**config.mk**
```make
export PLATFORM = sky130hd
export DESIGN_NAME = fader_sample_debounce_speed_tracker_core
export DESIGN_NICKNAME = d
export VERILOG_FILES = /design/src/design/fsdst_pkg.sv /design/src/design/fsdst_ctrl.sv /design/src/design/fsdst_dp.sv /design/src/design/fader_sample_debounce_speed_tracker_core.sv
export SDC_FILE = /design/constraint.sdc
export NUM_CORES = 2
export LEC_CHECK = 0
export BUFFER_PORTS_ARGS = -buffer_cell sky130_fd_sc_hd__buf_2
export CORE_ASPECT_RATIO = 0.5
export CORE_UTILIZATION = 55
export DETAILED_ROUTE_END_ITERATION = 6
export PLACE_DENSITY = 0.77
export SLEW_MARGIN = 20
export SYNTH_ARGS = -nofsm -noshare
export SYNTH_HDL_FRONTEND = slang
export SYNTH_SLANG_ARGS = --single-unit
```
**constraint.sdc**
```tcl
create_clock -name clk_i -period 9.35 [get_ports clk_i]
set_input_delay 0.935 -clock clk_i [delete_from_list [all_inputs] [get_ports clk_i]]
set_output_delay 0.935 -clock clk_i [all_outputs]
set_load 0.02 [all_outputs]
```
**src/design/fsdst_pkg.sv**
```systemverilog
// Package for the fader sample debounce and speed tracker.
// Holds the sizes, register indexes and the command/status structs that join
// the controller and the datapath. No dependencies.
package fsdst_pkg;

  localparam int CHANNELS        = 8;
  localparam int CH_IDX_W        = (CHANNELS > 1) ? $clog2(CHANNELS) : 1;
  localparam int TIME_PER_SAMPLE = 24;

  localparam int CFG_IDX_W  = 2;
  localparam int CFG_DATA_W = 24;

  localparam logic [CFG_IDX_W-1:0] REG_DEBOUNCE_LEVEL = 2'd0;
  localparam logic [CFG_IDX_W-1:0] REG_SPEED_WEIGHT   = 2'd1;
  localparam logic [CFG_IDX_W-1:0] REG_INITIAL_SPEED  = 2'd2;

  localparam logic [7:0]  DEBOUNCE_LEVEL_RST = 8'd4;
  localparam logic [8:0]  SPEED_WEIGHT_RST   = 9'd26;
  localparam logic [23:0] INITIAL_SPEED_RST  = 24'd2560;

  // The 24-bit quotient is produced two bits per cycle.
  localparam int DIV_W     = 24;
  localparam int DIV_STEPS = DIV_W / 2;
  localparam int DIV_CNT_W = $clog2(DIV_STEPS);

  localparam int IN_DATA_W  = 16;
  localparam int OUT_DATA_W = 56;

  typedef struct packed {
    logic load_item;
    logic div_init;
    logic div_step;
    logic mul;
    logic commit;
  } cmd_t;

  typedef struct packed {
    logic need_div;
    logic out_free;
  } status_t;

endpackage

```
**src/design/fsdst_ctrl.sv**
```systemverilog
// Controller state machine for the fader tracker.
// Sequences item capture, the iterative divide, the multiply and the commit.
// Depends on fsdst_pkg.
module fsdst_ctrl (
  input  logic               clk_i,
  input  logic               rst_ni,
  input  logic               in_valid_i,
  output logic               in_ready_o,
  input  fsdst_pkg::status_t status_i,
  output fsdst_pkg::cmd_t    cmd_o
);
  import fsdst_pkg::*;

  typedef enum logic [2:0] {
    ST_IDLE,
    ST_CHECK,
    ST_DIV,
    ST_MUL,
    ST_COMMIT
  } state_e;

  state_e               state_q, state_d;
  logic [DIV_CNT_W-1:0] cnt_q, cnt_d;

  always_comb begin
    state_d    = state_q;
    cnt_d      = cnt_q;
    cmd_o      = '0;
    in_ready_o = 1'b0;
    unique case (state_q)
      ST_IDLE: begin
        in_ready_o    = 1'b1;
        cmd_o.load_item = in_valid_i;
        if (in_valid_i) begin
          state_d = ST_CHECK;
        end
      end
      ST_CHECK: begin
        cmd_o.div_init = 1'b1;
        cnt_d          = '0;
        state_d        = status_i.need_div ? ST_DIV : ST_COMMIT;
      end
      ST_DIV: begin
        cmd_o.div_step = 1'b1;
        cnt_d          = cnt_q + DIV_CNT_W'(1);
        if (cnt_q == DIV_CNT_W'(DIV_STEPS - 1)) begin
          state_d = ST_MUL;
        end
      end
      ST_MUL: begin
        cmd_o.mul = 1'b1;
        state_d   = ST_COMMIT;
      end
      ST_COMMIT: begin
        // Hold here while the previous word still sits in the output register.
        if (status_i.out_free) begin
          cmd_o.commit = 1'b1;
          state_d      = ST_IDLE;
        end
      end
      default: begin
        state_d = ST_IDLE;
      end
    endcase
  end

  always_ff @(posedge clk_i or negedge rst_ni) begin
    if (!rst_ni) begin
      state_q <= ST_IDLE;
      cnt_q   <= '0;
    end else begin
      state_q <= state_d;
      cnt_q   <= cnt_d;
    end
  end

endmodule

```
**src/design/fsdst_dp.sv**
```systemverilog
// Datapath of the fader tracker: configuration registers, per-channel state,
// radix-4 restoring divider, average multipliers and the output register.
// Depends on fsdst_pkg.
module fsdst_dp (
  input  logic                                clk_i,
  input  logic                                rst_ni,
  input  logic                                cfg_we_i,
  input  logic [fsdst_pkg::CFG_IDX_W-1:0]     cfg_idx_i,
  input  logic [fsdst_pkg::CFG_DATA_W-1:0]    cfg_data_i,
  input  logic [fsdst_pkg::IN_DATA_W-1:0]     in_data_i,
  input  logic [2:0]                          in_user_i,
  input  fsdst_pkg::cmd_t                     cmd_i,
  output fsdst_pkg::status_t                  status_o,
  output logic                                out_valid_o,
  input  logic                                out_ready_i,
  output logic [fsdst_pkg::OUT_DATA_W-1:0]    out_data_o,
  output logic [2:0]                          out_user_o
);
  import fsdst_pkg::*;

  // Configuration registers.
  logic [7:0]  level_q;
  logic [8:0]  weight_q;

  // Per-channel state.
  logic [7:0]  deb_q    [CHANNELS];
  logic [7:0]  last_q   [CHANNELS];
  logic [7:0]  origin_q [CHANNELS];
  logic [7:0]  rep_q    [CHANNELS];
  logic [15:0] rt_q     [CHANNELS];
  logic [23:0] est_q    [CHANNELS];
  logic [7:0]  stall_q  [CHANNELS];

  // Captured item.
  logic [2:0]  ch_q;
  logic [7:0]  smp_q;
  logic        run_q;
  logic        drv_q;

  // Divider and multiplier registers.
  logic [DIV_W-1:0] quo_q;
  logic [7:0]       rem_q;
  logic [7:0]       dvs_q;
  logic [32:0]      prod_a_q;
  logic [32:0]      prod_b_q;

  // Output register.
  logic                  out_valid_q;
  logic [OUT_DATA_W-1:0] out_data_q;
  logic [2:0]            out_user_q;

  logic [CH_IDX_W-1:0] idx;
  logic        ch_ok;
  logic [7:0]  prev, deb, rc, org, stall, step;
  logic [15:0] rt, rt_inc;
  logic [23:0] est;
  logic        changed, need_div;
  logic [8:0]  w_eff, inv_w;
  logic [8:0]  r1, r2;
  logic [33:0] mix;

  logic [7:0]  deb_n, rc_n, stall_n, last_n, origin_n;
  logic [15:0] rt_n;
  logic [23:0] est_n;
  logic        stable, ready;

  // One restoring step: returns the quotient bit above the new remainder.
  function automatic logic [8:0] div_bit(input logic [7:0] rem, input logic b,
                                         input logic [7:0] d);
    logic [8:0] part;
    part = {rem, b};
    if (part >= {1'b0, d}) begin
      part = part - {1'b0, d};
      return {1'b1, part[7:0]};
    end
    return {1'b0, part[7:0]};
  endfunction

  assign idx      = CH_IDX_W'(ch_q);
  assign ch_ok    = (int'(ch_q) < CHANNELS);
  assign prev     = last_q[idx];
  assign deb      = deb_q[idx];
  assign rc       = rep_q[idx];
  assign org      = origin_q[idx];
  assign stall    = stall_q[idx];
  assign rt       = rt_q[idx];
  assign est      = est_q[idx];
  assign rt_inc   = run_q ? (rt + 16'(TIME_PER_SAMPLE)) : rt;
  assign step     = (prev >= org) ? (prev - org) : (org - prev);
  assign changed  = (smp_q != prev);
  assign need_div = ch_ok && changed && run_q && (step != 8'd0);

  assign w_eff = weight_q[8] ? 9'd256 : weight_q;
  assign inv_w = 9'd256 - w_eff;

  assign r1 = div_bit(rem_q, quo_q[DIV_W-1], dvs_q);
  assign r2 = div_bit(r1[7:0], quo_q[DIV_W-2], dvs_q);

  assign mix = 34'(prod_a_q) + 34'(prod_b_q);

  always_comb begin
    deb_n    = deb;
    rc_n     = rc;
    stable   = 1'b0;
    ready    = 1'b0;
    rt_n     = rt_inc;
    origin_n = org;
    last_n   = prev;
    stall_n  = stall;
    est_n    = need_div ? mix[31:8] : est;
    if (smp_q != deb) begin
      rc_n = (prev == smp_q) ? (rc + 8'd1) : 8'd0;
      if (rc_n == level_q) begin
        deb_n  = prev;
        rc_n   = 8'd0;
        stable = 1'b1;
        ready  = 1'b1;
      end
    end else begin
      rc_n  = 8'd0;
      ready = (prev == 8'd0);
    end
    if (changed) begin
      if (run_q) begin
        rt_n = 16'd0;
      end
      origin_n = prev;
      stall_n  = 8'd0;
      last_n   = smp_q;
    end else if (drv_q && stall != 8'hFF) begin
      stall_n = stall + 8'd1;
    end
  end

  assign status_o.need_div = need_div;
  assign status_o.out_free = !out_valid_q || out_ready_i;

  // Configuration and channel state.
  always_ff @(posedge clk_i or negedge rst_ni) begin
    if (!rst_ni) begin
      level_q  <= DEBOUNCE_LEVEL_RST;
      weight_q <= SPEED_WEIGHT_RST;
      for (int k = 0; k < CHANNELS; k++) begin
        deb_q[k]    <= '0;
        last_q[k]   <= '0;
        origin_q[k] <= '0;
        rep_q[k]    <= '0;
        rt_q[k]     <= '0;
        est_q[k]    <= INITIAL_SPEED_RST;
        stall_q[k]  <= '0;
      end
    end else begin
      if (cfg_we_i) begin
        unique case (cfg_idx_i)
          REG_DEBOUNCE_LEVEL: level_q  <= cfg_data_i[7:0];
          REG_SPEED_WEIGHT:   weight_q <= cfg_data_i[8:0];
          REG_INITIAL_SPEED: begin
            for (int k = 0; k < CHANNELS; k++) begin
              est_q[k] <= cfg_data_i;
            end
          end
          default: ;
        endcase
      end
      if (cmd_i.commit && ch_ok) begin
        deb_q[idx]    <= deb_n;
        last_q[idx]   <= last_n;
        origin_q[idx] <= origin_n;
        rep_q[idx]    <= rc_n;
        rt_q[idx]     <= rt_n;
        est_q[idx]    <= est_n;
        stall_q[idx]  <= stall_n;
      end
    end
  end

  // Item capture, divider and multipliers.
  always_ff @(posedge clk_i) begin
    if (cmd_i.load_item) begin
      ch_q  <= in_user_i;
      smp_q <= in_data_i[7:0];
      run_q <= in_data_i[8];
      drv_q <= in_data_i[9];
    end
    if (cmd_i.div_init) begin
      quo_q <= {rt_inc, 8'd0};
      rem_q <= 8'd0;
      dvs_q <= step;
    end else if (cmd_i.div_step) begin
      quo_q <= {quo_q[DIV_W-3:0], r1[8], r2[8]};
      rem_q <= r2[7:0];
    end
    if (cmd_i.mul) begin
      prod_a_q <= 33'(est) * 33'(inv_w);
      prod_b_q <= 33'(w_eff) * 33'(quo_q);
    end
  end

  // Output register.
  always_ff @(posedge clk_i or negedge rst_ni) begin
    if (!rst_ni) begin
      out_valid_q <= 1'b0;
    end else if (cmd_i.commit) begin
      out_valid_q <= 1'b1;
    end else if (out_ready_i) begin
      out_valid_q <= 1'b0;
    end
  end

  always_ff @(posedge clk_i) begin
    if (cmd_i.commit) begin
      out_user_q <= ch_q;
      if (ch_ok) begin
        out_data_q <= {6'd0, est_n, stall_n, ready, stable, deb_n, last_n};
      end else begin
        out_data_q <= '0;
      end
    end
  end

  assign out_valid_o = out_valid_q;
  assign out_data_o  = out_data_q;
  assign out_user_o  = out_user_q;

endmodule

```
**src/design/fader_sample_debounce_speed_tracker_core.sv**
```systemverilog
// Fader sample debounce and speed tracker, top level.
// Each accepted word is captured, checked and, when the speed is updated, run
// through the 24-bit divider, two quotient bits a cycle, and the multiply before
// its commit; a new word is accepted only after the previous one is committed.
// Reset clears all channel state, loads the default registers and sets every
// speed estimate to 2560; a write of initial_speed reloads all estimates.
module fader_sample_debounce_speed_tracker_core (
  input  logic                                clk_i,
  input  logic                                rst_ni,
  input  logic                                cfg_we_i,
  input  logic [fsdst_pkg::CFG_IDX_W-1:0]     cfg_idx_i,
  input  logic [fsdst_pkg::CFG_DATA_W-1:0]    cfg_data_i,
  input  logic                                s_axis_tvalid,
  output logic                                s_axis_tready,
  // sample[7:0], motor_running[8], motor_driven[9], zero fill
  input  logic [fsdst_pkg::IN_DATA_W-1:0]     s_axis_tdata,
  // channel[2:0]
  input  logic [2:0]                          s_axis_tuser,
  output logic                                m_axis_tvalid,
  input  logic                                m_axis_tready,
  // position[7:0], debounced[15:8], new_stable[16], ready_res[17],
  // stall_count[25:18], speed[49:26], zero fill
  output logic [fsdst_pkg::OUT_DATA_W-1:0]    m_axis_tdata,
  // out_channel[2:0]
  output logic [2:0]                          m_axis_tuser
);
  import fsdst_pkg::*;

  cmd_t    cmd;
  status_t status;

  fsdst_ctrl u_ctrl (
    .clk_i      (clk_i),
    .rst_ni     (rst_ni),
    .in_valid_i (s_axis_tvalid),
    .in_ready_o (s_axis_tready),
    .status_i   (status),
    .cmd_o      (cmd)
  );

  fsdst_dp u_dp (
    .clk_i       (clk_i),
    .rst_ni      (rst_ni),
    .cfg_we_i    (cfg_we_i),
    .cfg_idx_i   (cfg_idx_i),
    .cfg_data_i  (cfg_data_i),
    .in_data_i   (s_axis_tdata),
    .in_user_i   (s_axis_tuser),
    .cmd_i       (cmd),
    .status_o    (status),
    .out_valid_o (m_axis_tvalid),
    .out_ready_i (m_axis_tready),
    .out_data_o  (m_axis_tdata),
    .out_user_o  (m_axis_tuser)
  );

endmodule

```
# Yosys cells after proc, flatten, opt, wreduce, memory -nomap -nowiden
# Index checks and enable logic that the tools add are counted.
dict set report totals {
  reg_bits 835
  inputBits 50
  out_inout_bits 61
  word_cells 202
}
dict set report classes {
  n_addsub 10
  multipliers 2
  n_lt_le_gt_ge 5
  eq_ne 15
  n_mux 79
  n_bitwise 1
  n_reduce_logical 16
}
# operator n
set ops {}
lappend ops {{2-to-1 mux 192 bit} 3}
lappend ops {{bitwise mux 64 bit} 5}
lappend ops {{bitwise mux 192 bit} 1}
lappend ops {{2-to-1 mux 8 bit} 23}
lappend ops {{2-to-1 mux 24 bit} 6}
lappend ops {{bitwise mux 128 bit} 1}
lappend ops {{binary-select mux 8 bit (select 3 bit)} 5}
lappend ops {{2-to-1 mux 16 bit} 6}
lappend ops {{binary-select mux 24 bit (select 3 bit)} 1}
lappend ops {{demux 24 bit (select 3 bit)} 1}
lappend ops {{binary-select mux 16 bit (select 3 bit)} 1}
lappend ops {{demux 16 bit (select 3 bit)} 1}
lappend ops {{2-to-1 mux 9 bit} 5}
lappend ops {{adder 32 bit} 1}
lappend ops {{multiplier 24 x 9 -> 32 bit} 1}
lappend ops {{multiplier 9 x 24 -> 32 bit} 1}
lappend ops {{subtractor 8 bit} 4}
lappend ops {{demux 8 bit (select 3 bit)} 1}
lappend ops {{greater-or-equal comparator 9 x 8 -> 1 bit} 2}
lappend ops {{adder 16 x 5 -> 16 bit (second input constant)} 1}
lappend ops {{adder 8 x 1 -> 8 bit (second input constant)} 2}
lappend ops {{equality test 8 bit} 2}
lappend ops {{inequality test 8 bit} 2}
lappend ops {{case mux 3 bit (5 select lines)} 1}
lappend ops {{other kinds (28)} 51}

# Logic depth before layout (Yosys ltp)
dict set report logic_depth {
  depth_word 11
  depth_mapped 34
  ltp_nobuf 26
}

# By module
# A second synthesis with hierarchy kept.
dict set report hier_totals {
  hier_cells 5579
  hier_area_um2 53423.7
}
# module instances cells_each area_per_inst_um2 seq_area_each_um2
set by_module_without_submodules {}
lappend by_module_without_submodules {fsdst_dp 1 5531 52973.3 21435.6}
lappend by_module_without_submodules {fsdst_ctrl 1 48 450.4 175.2}

# Worst setup path before layout
# Ideal clock, no wire load.
dict set report synth_timing {
  kind {register -> register}
  startpoint {register u_dp.ch_q[0]}
  endpoint {register u_dp.prod_a_q[30] (data pin)}
  setup_ns 0.195
  arrival_time_ns 7.631
  t_required_ns 9.155
  setup_slack_ns 1.524
  stages_incl_launch_ff 31
  path_buffers 10
  synth_period_minus_slack_ns 7.826
  path_cell_list {edfxtp_1 -> buf_6 -> buf_6 -> buf_6 -> buf_8 -> buf_6 -> buf_6 -> buf_6 -> buf_6 -> buf_4 -> mux2_2 -> a221o_1 -> a222oi_1 -> clkbuf_1 -> nand2b_1 -> fa_1 -> inv_1 -> fa_1 -> fa_1 -> inv_1 -> fa_1 -> inv_1 -> ha_1 -> or4_1 -> o21ai_0 -> o21ai_0 -> a311o_1 -> a311o_1 -> a221oi_1 -> a21oi_1 -> o311ai_0}
}
dict set report synth_via {
  elab_chain_len 5
}
# element line_no
set synth_rtl {}
lappend synth_rtl {{from (decl)} fsdst_dp.sv:35} ;# logic [2:0] ch_q;
lappend synth_rtl {{from (signal assigned)} fsdst_dp.sv:180} ;# ch_q <= in_user_i;
lappend synth_rtl {{inverter 3 -> 4 bit (not written as such)} fsdst_dp.sv:87} ;# assign est = est_q[idx];
lappend synth_rtl {{binary-select mux 24 bit (select 3 bit)} fsdst_dp.sv:87}
lappend synth_rtl {{2-to-1 mux 24 bit (not written as such) (2 in a row)} fsdst_dp.sv:87}
lappend synth_rtl {{multiplier 24 x 9 -> 32 bit} fsdst_dp.sv:194} ;# prod_a_q <= 33'(est) * 33'(inv_w);
lappend synth_rtl {{to (signal assigned)} fsdst_dp.sv:194}
lappend synth_rtl {{to (decl)} fsdst_dp.sv:44} ;# logic [32:0] prod_a_q;
# Every way passes these cells. The select of a mux whose other input is x is not followed.
# A chain may end at the register's enable or synchronous reset.

# Worst setup path in the final report
dict set report layout_timing {
  startpoint {register u_dp.ch_q[1]}
  endpoint {register u_dp.prod_a_q[30] (data pin)}
}
# The elaborated chain is that of the path after synthesis.

==> flow_summary.json <==
{
  "dp.cells": 6488,
  "fin_crit_sh_pct": 91.1,
  "htreeDepth": 3,
  "initial_utilization_pct": 55.7,
  "synth.yosys.warnings": 0,
  "path_clk_slew_ns": 0.07,
  "cts-root-buf": "clkbuf_16",
  "crit_path_start": "u_dp.ch_q[1]",
  "crit_required_ns": 9.81,
  "postLayoutCellArea_um2": 57400,
  "mostFrequentLayoutCells": "nand2_1 (1035), dfrtp_1 (645), inv_1 (426), fa_1 (312), a21oi_1 (281)",
  "cts-buffers-inserted": 77,
  "coreArea_um2": 95600,
  "synth-async-reset-ratio_pct": 79.6,
  "instances_no_fill": 6636,
  "clockBufferDepth": 3,
  "firstDrtPassIters": 7,
  "cts_sinks": 835,
  "cts-resized-gates": 0,
  "insertion_delay_ns": 0.70,
  "dp_hpwl_um": 105000,
  "fmax_mhz": 117,
  "rsz0062_at_grt": "false",
  "fp.dieH_um": 222,
  "gr-total-overflow": 0,
  "violations": "design-rule violations",
  "via_per_inst": 6.27,
  "max-cap-violations": 0,
  "synth-edff-count": 154,
  "io_pins": 111,
  "worstPathArrival_ns": 8.97,
  "cp_max_fo": 16,
  "cp-end-kind": "flop",
  "ant_nets": 0,
  "grt_pass1_wl_um": 241000,
  "layout-drive-gt1-share_pct": 11.5,
  "layout_commonest_cell": "nand2_1",
  "period_minus_slack_ns": 8.52,
  "die-area_um2": 98100,
  "grt_max_degree": 199,
  "postCtsSetupBuffers": 0,
  "placedInstanceArea_um2": 54700,
  "area_growth_pct": 7.90,
  "holdBufCountCts": 0,
  "fin_nets": 5828,
  "synthesis.area_um2": 53200,
  "avgSynthCellArea_um2": 9.88,
  "syn_inst": 5385,
  "vias": 41600,
  "grt_pass1_vias": 42100,
  "die_x_um": 442,
  "post-route-drc-count": 1,
  "crit_path_start_kind": "flop",
  "antenna_found_initial": 4,
  "slew_viol_final": 0,
  "ys_ff_latch": 835,
  "finalSetupTns_ns": 0,
  "slew_headroom_pct": 18.3,
  "synthFlopType": "dfrtp_1",
  "path_class": "flop to flop",
  "setup_viol": 0,
  "cts_tree": "built",
  "hold_path.class": "input pin to asynchronous set/reset pin",
  "wl_per_cell_um": 23.3,
  "r2r-start": "u_dp.ch_q[1]",
  "wl_um": 155000,
  "fillerInstances": 7662,
  "gp_congestion": 0.942,
  "portBuffers": 98,
  "synth_cell_types": 107,
  "tightest_slew_ns": 1.19,
  "hold_viol": 0,
  "outcome": "finished, violations left",
  "drtIter0Drc": 5160,
  "rows": 80,
  "grt_usage_pct": 31.6,
  "seq_area_frac_synth_pct": 40.6,
  "finalClockSkew_ns": 0.0282
}
==> flip-flops by register name (all words and copies together) (netlist names), 4 cells and up <==
name	count
u_dp.est_q	192
u_dp.rt_q	128
u_dp.deb_q	64
u_dp.last_q	64
u_dp.origin_q	64
u_dp.rep_q	64
u_dp.stall_q	64
u_dp.out_data_o	50
u_dp.prod_a_q	32
u_dp.prod_b_q	32
u_dp.quo_q	24
u_dp.weight_q	9
u_dp.dvs_q	8
u_dp.level_q	8
u_dp.rem_q	8
u_dp.smp_q	8
u_ctrl.cnt_q	4
==> cell type report <==
cell class | instances | area [um2] | share of cell area [%]
Antenna cell | 4 | 10.0 | 0.0174
Clock buffer | 103 | 2210 | 3.85
Clock inverter | 40 | 487 | 0.848
Inverter | 429 | 1610 | 2.81
Multi-Input combinational cell | 3751 | 28500 | 49.7
Sequential cell | 835 | 21600 | 37.6
Tap cell | 1271 | 1590 | 2.77
Timing Repair Buffer | 203 | 1360 | 2.36
==> routing by layer <==
metal	GRT usage (%)	up-vias	wire (um)
met3	7.41	422	16100
met4	12.7	0	6310
met5	0	-	0
li1	-	18100	-
met1	43.0	20900	62600
met2	49.2	2231	69700
==> worst max-delay path, stage by stage (launching register included) <==
cell      delay, ns
edfxtp_1       0.84
buf_4          0.40
and3b_1        0.64
buf_4          0.30
a22oi_1        0.10
nand4_1        0.26
nand2_1        0.13
fa_1           0.57
inv_1          0.06
fa_1           0.48
fa_1           0.56
inv_1          0.06
fa_1           0.47
inv_1          0.04
ha_1           0.21
or4_1          0.52
o21ai_0        0.37
o21ai_0        0.32
a311o_1        0.46
a311o_1        0.40
a221oi_1       0.47
a21oi_1        0.19
o311ai_0       0.41
==> through the flow <==
| step | hold WS (ns) | util (%) | setup slack (ns) |
|---|---|---|---|
| 2_1_floorplan | 0.421 | - | 1.52 |
| 3_3_place_gp | 0.452 | 57.2 | 1.22 |
| 3_5_place_dp | 0.459 | 57.2 | 1.13 |
| 4_1_cts | 0.334 | 60.0 | 1.09 |
| 5_1_grt | 0.381 | 60.1 | 0.572 |
| 6_report | 0.317 | 60.1 | 0.834 |
==> cells by family after synthesis <==
kind of cell	synth area share, %
and+or+nand+nor	14.5
AOI/OAI and AO/OA	14.0
adders and majority gates	15.7
xor gates and xnor gates	2.08
other	0.00705
buffers and inverters	6.10
DFF	40.6
muxes	7.07
==> path summary, 6_finish.rpt <==
check / end / slack [ns] / cells after the start
min in group clk_i: u_dp.drv_q / 0.42 / 1
setup reg to reg: u_dp.prod_a_q[30] / 0.83 / 22
hold / removal: u_dp.est_q[134] / 0.32 / 1
max in group asynchronous: u_dp.rt_q[44] / 6.71 / 3
setup / recovery: u_dp.prod_a_q[30] / 0.83 / 22
hold reg to reg: u_dp.last_q[46] / 0.47 / 2
==> cells in the mapped netlist, types with 26 or more instances <==
master	instances	area, um2
nand2_1	1043	3920
dfrtp_1	645	16100
inv_1	427	1600
fa_1	312	6250
a21oi_1	282	1410
clkbuf_1	266	998
o21ai_0	266	1330
nor2_1	257	965
a211oi_1	202	1520
ha_1	169	2110
edfxtp_1	154	4620
and2_1	123	769
xnor2_1	86	753
a22oi_1	84	631
mux2i_1	71	711
mux2_4	64	961
a221oi_1	53	464
mux2_2	52	586
nand2b_1	49	307
buf_1	48	180
nor2b_1	44	275
mux4_2	43	968
nand3_1	41	205
xor2_1	38	333
nor3_1	35	175
a22o_1	34	298
buf_2	29	145
nand4_1	29	181
a31oi_1	28	175
a21o_1	26	195
Power is not shown: default switching activity piles up to over one toggle a cycle in this logic, so the estimate is an artifact.
